--- config.mk ---
export PLATFORM = sky130hd
export DESIGN_NAME = autorange_decimal_display_format
export DESIGN_NICKNAME = d
export VERILOG_FILES = /design/src/sv/adfmt_pkg.sv /design/src/sv/adfmt_ctrl.sv /design/src/sv/adfmt_dp.sv /design/src/sv/autorange_decimal_display_format.sv
export SDC_FILE = /design/constraint.sdc
export NUM_CORES = 2
export LEC_CHECK = 0
export ABC_AREA = 1
export BUFFER_PORTS_ARGS = -buffer_cell sky130_fd_sc_hd__clkbuf_2
export CORE_UTILIZATION = 60
export CTS_BUF_LIST = sky130_fd_sc_hd__clkbuf_4 sky130_fd_sc_hd__clkbuf_8 sky130_fd_sc_hd__clkbuf_16
export CTS_CLUSTER_SIZE = 28
export DETAILED_ROUTE_END_ITERATION = 8
export PLACE_DENSITY = 0.82
export SYNTH_ARGS = -nofsm -noshare
export SYNTH_HDL_FRONTEND = slang
export SYNTH_HIERARCHICAL = 1
export SYNTH_SLANG_ARGS = --single-unit
--- constraint.sdc ---
create_clock -name clk -period 12.6 [get_ports clk]
set_clock_uncertainty 0.15 [all_clocks]
set_input_delay 0.63 -clock clk [delete_from_list [all_inputs] [get_ports clk]]
set_output_delay 0.63 -clock clk [all_outputs]
set_load 0.005 [all_outputs]
--- src/sv/adfmt_pkg.sv ---
// adfmt_pkg: shared types and constants for the autorange decimal display formatter
// used by adfmt_ctrl, adfmt_dp and autorange_decimal_display_format
package adfmt_pkg;

  localparam int MeasW   = 32;
  localparam int ProdW   = 64;
  localparam int CharW   = 7;
  localparam int PrefixW = 3;
  localparam int StatW   = 2;
  localparam int DecW    = 3;
  localparam int InW     = 40;
  localparam int OutW    = 56;
  localparam int CfgIdxW = 2;

  localparam logic [ProdW-1:0] DisplayMax = 64'd999999;
  localparam logic [PrefixW-1:0] PrefixGiga    = 3'd3;
  localparam logic [PrefixW-1:0] PrefixUnknown = 3'd4;

  localparam logic [CfgIdxW-1:0] RegMult  = 2'd0;
  localparam logic [CfgIdxW-1:0] RegDiv   = 2'd1;
  localparam logic [CfgIdxW-1:0] RegStart = 2'd2;

  localparam logic [StatW-1:0] StatOk      = 2'd0;
  localparam logic [StatW-1:0] StatDigit   = 2'd1;
  localparam logic [StatW-1:0] StatPrefix  = 2'd2;
  localparam logic [StatW-1:0] StatBadPt   = 2'd3;

  localparam logic [CharW-1:0] ChZero  = 7'h30;
  localparam logic [CharW-1:0] ChBlank = 7'h20;
  localparam logic [CharW-1:0] ChPoint = 7'h2e;
  localparam logic [CharW-1:0] ChX     = 7'h58;
  localparam logic [CharW-1:0] ChStar  = 7'h2a;
  localparam logic [CharW-1:0] ChBang  = 7'h21;

  typedef enum logic [3:0] {
    CMD_NONE,
    CMD_LOAD,
    CMD_MUL,
    CMD_DIVSTEP,
    CMD_CHK,
    CMD_TENSTEP,
    CMD_SCALE,
    CMD_DIGIT,
    CMD_FMT
  } cmd_t;

  typedef struct packed {
    logic over;
    logic err;
    logic out_busy;
  } dp_status_t;

endpackage

--- src/sv/adfmt_ctrl.sv ---
// adfmt_ctrl: sequencer for load, multiply, long division, scaling and digit extraction
// depends on adfmt_pkg
module adfmt_ctrl (
  input  logic                  clk,
  input  logic                  rst,
  input  logic                  in_valid,
  output logic                  in_ready,
  input  adfmt_pkg::dp_status_t st,
  output adfmt_pkg::cmd_t       cmd
);

  typedef enum logic [7:0] {
    S_IDLE  = 8'b0000_0001,
    S_MUL   = 8'b0000_0010,
    S_DIV   = 8'b0000_0100,
    S_CHK   = 8'b0000_1000,
    S_TEN   = 8'b0001_0000,
    S_SCALE = 8'b0010_0000,
    S_DIG   = 8'b0100_0000,
    S_FMT   = 8'b1000_0000
  } state_t;

  state_t     state, state_next;
  logic [5:0] cnt, cnt_next;
  logic [2:0] dcnt, dcnt_next;
  logic       digmode, digmode_next;

  assign in_ready = (state == S_IDLE);

  always_comb begin
    state_next   = state;
    cnt_next     = cnt;
    dcnt_next    = dcnt;
    digmode_next = digmode;
    cmd          = adfmt_pkg::CMD_NONE;
    unique case (state)
      S_IDLE: begin
        if (in_valid) begin
          cmd        = adfmt_pkg::CMD_LOAD;
          state_next = S_MUL;
        end
      end
      S_MUL: begin
        cmd        = adfmt_pkg::CMD_MUL;
        cnt_next   = '0;
        state_next = S_DIV;
      end
      S_DIV: begin
        cmd      = adfmt_pkg::CMD_DIVSTEP;
        cnt_next = cnt + 6'd1;
        if (cnt == 6'd63) state_next = S_CHK;
      end
      S_CHK: begin
        cmd      = adfmt_pkg::CMD_CHK;
        cnt_next = '0;
        if (st.over && !st.err) begin
          digmode_next = 1'b0;
        end else begin
          digmode_next = 1'b1;
          dcnt_next    = '0;
        end
        state_next = S_TEN;
      end
      S_TEN: begin
        cmd      = adfmt_pkg::CMD_TENSTEP;
        cnt_next = cnt + 6'd1;
        if (cnt[2:0] == 3'd7) state_next = digmode ? S_DIG : S_SCALE;
      end
      S_SCALE: begin
        cmd        = adfmt_pkg::CMD_SCALE;
        state_next = S_CHK;
      end
      S_DIG: begin
        cmd       = adfmt_pkg::CMD_DIGIT;
        cnt_next  = '0;
        dcnt_next = dcnt + 3'd1;
        state_next = (dcnt == 3'd5) ? S_FMT : S_TEN;
      end
      S_FMT: begin
        if (!st.out_busy) begin
          cmd        = adfmt_pkg::CMD_FMT;
          state_next = S_IDLE;
        end
      end
      default: state_next = S_IDLE;
    endcase
  end

  always_ff @(posedge clk) begin
    if (rst) begin
      state   <= S_IDLE;
      cnt     <= '0;
      dcnt    <= '0;
      digmode <= 1'b0;
    end else begin
      state   <= state_next;
      cnt     <= cnt_next;
      dcnt    <= dcnt_next;
      digmode <= digmode_next;
    end
  end

endmodule

--- src/sv/adfmt_dp.sv ---
// adfmt_dp: registers, multiplier, shift divider, divide-by-ten unit and output formatting
// depends on adfmt_pkg
module adfmt_dp (
  input  logic                        clk,
  input  logic                        rst,
  input  adfmt_pkg::cmd_t             cmd,
  output adfmt_pkg::dp_status_t       st,
  input  logic [adfmt_pkg::InW-1:0]   in_data,
  input  logic                        cfg_we,
  input  logic [adfmt_pkg::CfgIdxW-1:0] cfg_idx,
  input  logic [31:0]                 cfg_wdata,
  output logic                        out_valid,
  input  logic                        out_ready,
  output logic [adfmt_pkg::OutW-1:0]  out_data
);

  logic [31:0] mult, divisor;
  logic [adfmt_pkg::DecW-1:0] start_dec;
  logic [31:0] meas;
  logic [63:0] v;
  logic [31:0] rem;
  logic [adfmt_pkg::DecW-1:0] dec;
  logic [adfmt_pkg::PrefixW-1:0] prefix;
  logic [adfmt_pkg::StatW-1:0] stat;
  logic [3:0] dig [6];

  // one restoring step of the long division
  logic [31:0] div_eff;
  logic [32:0] dtrial;
  always_comb begin
    div_eff = (divisor == '0) ? 32'd1 : divisor;
    dtrial  = {rem, v[63]};
  end

  // eight bits of divide by ten per cycle
  logic [63:0] tv;
  logic [3:0]  tr;
  always_comb begin
    logic [4:0] t;
    tv = v;
    tr = rem[3:0];
    for (int k = 0; k < 8; k++) begin
      t  = {tr, tv[63]};
      tv = {tv[62:0], 1'b0};
      if (t >= 5'd10) begin
        tr    = 4'(t - 5'd10);
        tv[0] = 1'b1;
      end else begin
        tr = t[3:0];
      end
    end
  end

  // display columns from the extracted digits
  logic [6:0] cols [7];
  logic [adfmt_pkg::StatW-1:0] fstat;
  logic [adfmt_pkg::PrefixW-1:0] fprefix;
  always_comb begin
    logic [6:0] c0, c1, d3c;
    logic lead;
    fstat = stat;
    if (stat == adfmt_pkg::StatOk && (dec < 3'd1 || dec > 3'd3)) fstat = adfmt_pkg::StatBadPt;
    lead = (dig[5] != 4'd0) || (dec == 3'd1);
    c0 = lead ? (adfmt_pkg::ChZero + 7'(dig[5])) : adfmt_pkg::ChBlank;
    c1 = ((dig[4] != 4'd0) || dec == 3'd2 || lead) ? (adfmt_pkg::ChZero + 7'(dig[4]))
                                                    : adfmt_pkg::ChBlank;
    d3c = adfmt_pkg::ChZero + 7'(dig[3]);
    cols[0] = c0;
    cols[4] = adfmt_pkg::ChZero + 7'(dig[2]);
    cols[5] = adfmt_pkg::ChZero + 7'(dig[1]);
    cols[6] = adfmt_pkg::ChZero + 7'(dig[0]);
    if (dec == 3'd1) begin
      cols[1] = adfmt_pkg::ChPoint; cols[2] = c1; cols[3] = d3c;
    end else if (dec == 3'd2) begin
      cols[1] = c1; cols[2] = adfmt_pkg::ChPoint; cols[3] = d3c;
    end else begin
      cols[1] = c1; cols[2] = d3c; cols[3] = adfmt_pkg::ChPoint;
    end
    fprefix = prefix;
    unique case (fstat)
      adfmt_pkg::StatOk: ;
      adfmt_pkg::StatDigit: begin
        for (int i = 0; i < 7; i++) cols[i] = adfmt_pkg::ChX;
        fprefix = '0;
      end
      adfmt_pkg::StatPrefix: begin
        for (int i = 0; i < 7; i++) cols[i] = adfmt_pkg::ChStar;
        cols[3] = adfmt_pkg::ChPoint;
      end
      adfmt_pkg::StatBadPt: begin
        for (int i = 0; i < 7; i++) cols[i] = adfmt_pkg::ChBang;
        fprefix = '0;
      end
      default: ;
    endcase
  end

  assign st.over     = (v > adfmt_pkg::DisplayMax);
  assign st.err      = (stat != adfmt_pkg::StatOk);
  assign st.out_busy = out_valid && !out_ready;

  always_ff @(posedge clk) begin
    if (rst) begin
      mult      <= 32'd1;
      divisor   <= 32'd1;
      start_dec <= 3'd3;
    end else if (cfg_we) begin
      priority case (cfg_idx)
        adfmt_pkg::RegMult:  mult      <= cfg_wdata;
        adfmt_pkg::RegDiv:   divisor   <= cfg_wdata;
        adfmt_pkg::RegStart: start_dec <= cfg_wdata[2:0];
        default: ;
      endcase
    end
  end

  always_ff @(posedge clk) begin
    unique case (cmd)
      adfmt_pkg::CMD_LOAD: begin
        meas   <= in_data[31:0];
        prefix <= (in_data[34:32] > adfmt_pkg::PrefixUnknown) ? adfmt_pkg::PrefixUnknown
                                                             : in_data[34:32];
        dec    <= start_dec;
        stat   <= adfmt_pkg::StatOk;
      end
      adfmt_pkg::CMD_MUL: begin
        v   <= 64'(meas) * 64'(mult);
        rem <= '0;
      end
      adfmt_pkg::CMD_DIVSTEP: begin
        if (dtrial >= {1'b0, div_eff}) begin
          rem <= 32'(dtrial - {1'b0, div_eff});
          v   <= {v[62:0], 1'b1};
        end else begin
          rem <= dtrial[31:0];
          v   <= {v[62:0], 1'b0};
        end
      end
      adfmt_pkg::CMD_CHK: rem <= '0;
      adfmt_pkg::CMD_TENSTEP: begin
        v   <= tv;
        rem <= {28'd0, tr};
      end
      adfmt_pkg::CMD_SCALE: begin
        if (dec == 3'd1 || dec == 3'd2) begin
          dec <= dec + 3'd1;
        end else if (dec == 3'd3) begin
          dec <= 3'd1;
          if (prefix < adfmt_pkg::PrefixGiga) prefix <= prefix + 3'd1;
          else stat <= adfmt_pkg::StatPrefix;
        end else begin
          stat <= adfmt_pkg::StatDigit;
        end
      end
      adfmt_pkg::CMD_DIGIT: begin
        // least significant digit comes first and ends in dig[0]
        dig[5] <= rem[3:0];
        for (int i = 0; i < 5; i++) dig[i] <= dig[i+1];
        rem <= '0;
      end
      default: ;
    endcase
  end

  always_ff @(posedge clk) begin
    if (cmd == adfmt_pkg::CMD_FMT) begin
      out_data <= {2'b00, fstat, fprefix, cols[6], cols[5], cols[4], cols[3], cols[2],
                   cols[1], cols[0]};
    end
  end

  always_ff @(posedge clk) begin
    if (rst) out_valid <= 1'b0;
    else if (cmd == adfmt_pkg::CMD_FMT) out_valid <= 1'b1;
    else if (out_ready) out_valid <= 1'b0;
  end

endmodule

--- src/sv/autorange_decimal_display_format.sv ---
// autorange_decimal_display_format: top level of the autoranging display formatter
// depends on adfmt_pkg, adfmt_ctrl, adfmt_dp
//
// usage: one beat on s_axis carries a 32-bit measurement and a unit prefix. the block
// scales it by multiplier/divisor, autoranges it below one million by steps of ten
// while moving the decimal point and prefix, and sends one beat on m_axis with seven
// ascii columns, the resulting prefix and a status code.
// cfg_* writes the calibration registers (0 multiplier, 1 divisor, 2 start decimals);
// it is always ready; the user must write it only while the block is idle; not enforced.
// sequence: load, multiply, a 64-step restoring division (one quotient bit a cycle),
// then per range step a check, a divide by ten at eight bits a cycle and an update,
// then a final check, six digits each taken by a divide by ten, then the output register.
// s_tready is high only while the sequencer is idle. the output register holds a
// finished beat while m_tready is low; a new item can be taken meanwhile but its
// result waits until the register is free.
// reset (rst, synchronous) returns the sequencer to idle, drops m_tvalid and restores
// multiplier 1, divisor 1, start decimals 3.
module autorange_decimal_display_format (
  input  logic        clk,
  input  logic        rst,
  input  logic        s_tvalid,
  output logic        s_tready,
  input  logic [39:0] s_tdata,   // measurement[31:0], prefix_in[34:32], zero fill
  output logic        m_tvalid,
  input  logic        m_tready,
  output logic [55:0] m_tdata,   // char_0..char_6 7 bits each, prefix_out, status, zero fill
  input  logic        cfg_valid,
  output logic        cfg_ready,
  input  logic [1:0]  cfg_index,
  input  logic [31:0] cfg_data
);

  adfmt_pkg::cmd_t       cmd;
  adfmt_pkg::dp_status_t st;

  assign cfg_ready = 1'b1;

  adfmt_ctrl u_ctrl (
    .clk      (clk),
    .rst      (rst),
    .in_valid (s_tvalid),
    .in_ready (s_tready),
    .st       (st),
    .cmd      (cmd)
  );

  adfmt_dp u_dp (
    .clk       (clk),
    .rst       (rst),
    .cmd       (cmd),
    .st        (st),
    .in_data   (s_tdata),
    .cfg_we    (cfg_valid & cfg_ready),
    .cfg_idx   (cfg_index),
    .cfg_wdata (cfg_data),
    .out_valid (m_tvalid),
    .out_ready (m_tready),
    .out_data  (m_tdata)
  );

endmodule
## After elaboration in Yosys (flattened, before gate mapping)

Memory sizes are Yosys's and may differ from the RTL's.
Index checks and enable logic that the tools add are counted.

- Memories: 1
- Logic and storage cells: 179
- Output and inout port bits: 59
- Bits in registers: 276
- Input bits: 79
- Bits in writable memories: 24

- Add/subtract/negate cells: 19
- $mul: 1
- Reductions and logical operators: 34
- Magnitude comparators: 14
- Multiplexer cells: 57
- Eq/ne operators: 37

Memory list:

| memory | words | width | rd ports | clocked after Yosys merged registers in | write ports | line | RTL |
|---|---|---|---|---|---|---|---|
| u_dp.dig | 6 | 4 | 6 | 0 | 6 | adfmt_dp.sv:25 | `logic [3:0] dig [6];` |

Operators by type and width:

| cell | count |
|---|---|
| $pmux 64 s3 | 1 |
| $pmux 49 s3 | 1 |
| $pmux 32 s3 | 1 |
| $gt 64x20->1 const B | 1 |
| $mul 32x32->64 | 1 |
| $mux 32 | 2 |
| $pmux 8 s8 | 1 |
| $add 6x4->7 const A | 6 |
| $ge 5x4->1 const B | 8 |
| $mux 8 | 5 |
| $mux 4 | 9 |
| $ge 33x32->1 | 1 |
| $logic_not 32->1 | 1 |
| $pmux 4 s8 | 1 |
| $sub 32x32->32 | 1 |
| $sub 4x4->4 const B | 8 |
| $mux 21 | 1 |
| $mux 3 | 7 |
| $mux 7 | 3 |
| $pmux 3 s2 | 3 |
| $eq 4x3->1 const B | 4 |
| $mux 1 | 15 |
| $mux 14 | 1 |
| $pmux 6 s2 | 1 |
| other kinds (41) | 79 |

## Logic depth before layout (Yosys ltp)

- Depth in word-level cells: 17
- Depth in mapped cells: 62
- Mapped depth without buffers: 62

## By module

Netlist, hierarchy kept.

Modules (own cells, without submodules):

| module | times used | area an instance (um^2) | seq. area each (um^2) | cells an instance |
|---|---|---|---|---|
| adfmt_dp | 1 | 45935.3 | 7367.1 | 5429 |
| adfmt_ctrl | 1 | 1201.2 | 360.3 | 168 |
| autorange_decimal_display_format | 1 | 11.3 | 0.0 | 2 |

## Worst setup path after synthesis

No wires, ideal clock.

- Path type: flip-flop to flip-flop
- Start: reg u_dp.mult[2]
- End: reg u_dp.v[58] (data pin)
- Data required time: 12175 ps
- Setup time: 275 ps
- Arrival: 7153 ps
- Path buffers: 3
- Cell stages (with the launch flop): 39
- Period minus slack after synthesis: 7578 ps
- Setup slack: 5022 ps
- Cell sequence: dfxtp_1 > clkbuf_1 > clkbuf_1 > nand2_1 > fa_1 > inv_1 > fa_1 > inv_1 > fa_1 > inv_1 > fa_1 > inv_1 > fa_1 > inv_1 > fa_1 > fa_1 > inv_1 > fa_1 > [3 not listed] > a21oi_1 > nor2_1 > nor2_1 > a21boi_0 > inv_1 > nand2_1 > nand2_1 > a21boi_0 > nor2_1 > nand3_1 > nand2_1 > a21oi_1 > inv_1 > nand2_1 > nand2_1 > xor2_1 > nand2_1 > o221ai_1

- Longest elaborated chain between the ends: 2

RTL lines:

| element | line | RTL |
|---|---|---|
| start, declared | adfmt_dp.sv:17 | `logic [31:0] mult, divisor;` |
| start signal, assigned | adfmt_dp.sv:109 | `adfmt_pkg::RegMult: mult <= cfg_wdata;` |
| $mul 32x32->64 | adfmt_dp.sv:127 | `v <= 64'(meas) * 64'(mult);` |
| $pmux 64 s3 | adfmt_dp.sv:118 | `unique case (cmd)` |
| end signal, assigned | adfmt_dp.sv:127 |  |
| end signal, assigned | adfmt_dp.sv:133 | `v <= {v[62:0], 1'b1};` |
| end signal, assigned | adfmt_dp.sv:136 | `v <= {v[62:0], 1'b0};` |
| end, declared | adfmt_dp.sv:20 | `logic [63:0] v;` |

Every way passes these cells.
A chain may end at the register's enable or synchronous reset.

## Worst setup path in the final report

- Start: reg u_dp.meas[9]
- End: reg u_dp.v[63] (data pin)

- Longest elaborated chain between the ends: 2

RTL lines:

| element | line | RTL |
|---|---|---|
| start, declared | adfmt_dp.sv:19 | `logic [31:0] meas;` |
| start signal, assigned | adfmt_dp.sv:120 | `meas <= in_data[31:0];` |
| $mul 32x32->64 | adfmt_dp.sv:127 |  |
| $pmux 64 s3 | adfmt_dp.sv:118 |  |

Every way passes these cells.

==> flow_summary.yaml <==
cells_and_area:
  finish.net_count: 6830
  drive_gt1_share_pct: 6.53
  synthToLayoutAreaGrowth_pct: 5.00
  fin_area_sq_um: 49500
  final_util_pct: 63.8
  fin_cells: 6602
  layout_commonest_cell: "inv_1"
  final_cell_mix: "1,470 x inv_1, 1,303 x nand2_1, 897 x fa_1"
placement:
  dpl.hpwl_mm: 88.7
  pre_cts_ws_ns: 4.11
  place_inst: 6547
  place_area_sq_um: 48500
  port_buffers: 129
  gp_congestion: 0.919
drt:
  wl_mm: 114
  first_pass_iters: 6
  via_per_inst: 5.53
  drtAntennaViolNets: 0
  vias: 36500
  drc_errors: 0
  drtIter0Drc: 3114
  wire_per_inst_um: 17.2
clocking:
  cts-root-buf: "clkbuf_16"
  cts_max_level: 1
  clkLatencyLatePin_ns: 0.60
  cts_setup_buffers: 0
  clkSinkCount: 286
  cts_tree: "yes"
  clockBufferDepth: 3
  clk_pin_slew_worst_paths_ns: 0.09
  numCtsBuffers: 29
  hold_buffers: 0
  cts_resized: 0
timing:
  hold_slack_ns: 0.0494
  max_slew_margin_pct: 26.4
  final-hold-violation-count: 0
  rsz0062_at_grt: "false"
  worstMarginPinSlew_ns: 1.10
  clock.fmax_mhz: 116
  setup_viol: 0
  tns_ns: 0
  post-route-min-period_ns: 8.58
  slew_viol_final: 0
  min_period_over_period_pct: 68.1
  finalWorstSetupSlack_ns: 4.02
critical_path:
  slowest_delay_ns: 0.57
  crit_type: "reg2reg"
  r2r-start: "u_dp/meas[9]"
  r2r_slack_ns: 4.02
  cp_top_family: "adder cells"
  reg2reg_to: "u_dp/v[63]"
  critical_path.max_fanout: 27
  cp-end-kind: "register"
  worst_ep_arrival_time_ns: 8.74
  path_depth: 32
  rr_worst_depth: 32
  cp_data_required_time_ns: 12.75
  path_buf_inv: 7
  cpMostUsedCell: "fa_1"
  crit_path_start_kind: "register"
  slowest_stage: "fa_1"
outcome:
  status: "completed"
power:
  power_mw: 9.64
  powerDensity_nw_per_um2: 195
  ir_drop_v: 0.000362
  p_leak_nw: 25.5
grt:
  grt_pass1_wl_mm: 191
  grt_util_all_layers_pct: 29.9
  grt_pass1_vias: 38900
  antenna_found_initial: 2
  gr-total-overflow: 0
  grt_max_degree: 68
floorplanning:
  dieHeight_um: 282
  start_util_pct: 60.8
  dieWidth_um: 282
  row_count: 102
  io_pins: 138
  core-area_sq_um: 77600
  die_area_sq_um: 79700
synth:
  ys_seq_area_share_pct: 16.4
  async_reset_ff_share_pct: 0
  synth_edf_count: 200
  yosys_warnings: 6
  synth.ff_latch_count: 286
  netlist_area_sq_um: 47100
  synth_cells: 5599
  synthDistinctLibCells: 59
  synthFlopType: "edfxtp_1"
  synth_area_per_cell_sq_um: 8.42
flow_run:
  maxCapViolCount: 0
worst_hold_path:
  hp-class: "in2reg"
  min_to: "u_dp/meas[4]"
  whs_path_depth: 1
  min_from: "s_tdata[4]"
-- cells in the mapped netlist (all sizes together), types with 15 or more instances --
master | n | area share [%]
buf | 23 | 0.35
nor3 | 17 | 0.18
fa | 897 | 38
nand3 | 84 | 1.1
xor2 | 22 | 0.41
xnor2 | 28 | 0.52
o221ai | 55 | 1.0
ha | 316 | 8.4
a31oi | 26 | 0.35
nor4 | 18 | 0.24
edfxtp | 200 | 13
clkbuf | 269 | 2.1
a21oi | 221 | 2.4
o211ai | 16 | 0.25
a21boi | 15 | 0.24
nor2 | 217 | 2.0
dfxtp | 86 | 3.7
inv | 1475 | 12
o21ai | 199 | 2.1
nand2 | 1353 | 11
-- report_power, final --
part | leakage (nW) | internal (mW) | switching, mW | total (mW)
logic | 22.5 | 2.67 | 4.62 | 7.30
clock network | 0.506 | 0.523 | 0.398 | 0.921
registers | 2.53 | 1.36 | 0.0644 | 1.42
-- routing by layer --
metal	track usage, %	vias up	part of all wire (%)
li1	-	16400	-
met5	0	-	0
met2	50.3	1700	48
met4	10.7	0	3.8
met1	39.7	18100	40
met3	4.07	310	8.8
-- layout make-up --
class | count | area (sq um)
multi-input cells | 3540 | 32700
repair buffers | 199 | 1170
flip-flops and latches | 286 | 7740
diodes | 1 | 2.50
inverters | 1482 | 5580
clock buffers | 40 | 856
well taps | 1040 | 1300
clock inverters | 14 | 160
fillers | 6259 | 28100
-- logic make-up (layout without fill, tap and decap cells) --
logic type / count (synthesis) / count (layout) / share of synthesized area (%)
XOR/XNOR: 50 / 50 / 0.929
AND/OR/NAND/NOR: 1709 / 1709 / 15.0
adder cells (fa/ha/maj): 1213 / 1213 / 46.5
flip-flops: 286 / 286 / 16.4
AO/OA/AOI/OAI: 565 / 565 / 6.91
buffers and inverters: 1774 / 1735 / 14.3
other: 2 / 4 / 0.0159
-- worst max path at each step --
stage	start	end
after floorplan	u_dp/mult[2]	u_dp/v[58]
after global placement	u_dp/meas[20]	u_dp/v[63]
after detailed placement	u_dp/mult[20]	u_dp/v[58]
after CTS	u_dp/mult[20]	u_dp/v[58]
after global routing	u_dp/meas[9]	u_dp/v[63]
final	u_dp/meas[9]	u_dp/v[63]
-- registers in the layout, summed over array words and instances, names as in the netlist --
| register | cells |
|---|---|
| u_dp/v | 64 |
| u_dp/out_data | 40 |
| u_dp/divisor | 32 |
| u_dp/meas | 32 |
| u_dp/mult | 32 |
| u_dp/rem | 32 |
| u_dp/dig | 24 |
| u_ctrl/state | 8 |
| u_ctrl/cnt | 6 |
| u_ctrl/dcnt | 3 |
| u_dp/dec | 3 |
| u_dp/prefix | 3 |
| u_dp/start_dec | 3 |
| u_dp/stat | 2 |
| u_ctrl/digmode | 1 |
| u_dp/out_valid | 1 |
No activity file was read; power rests on OpenSTA's default activity.
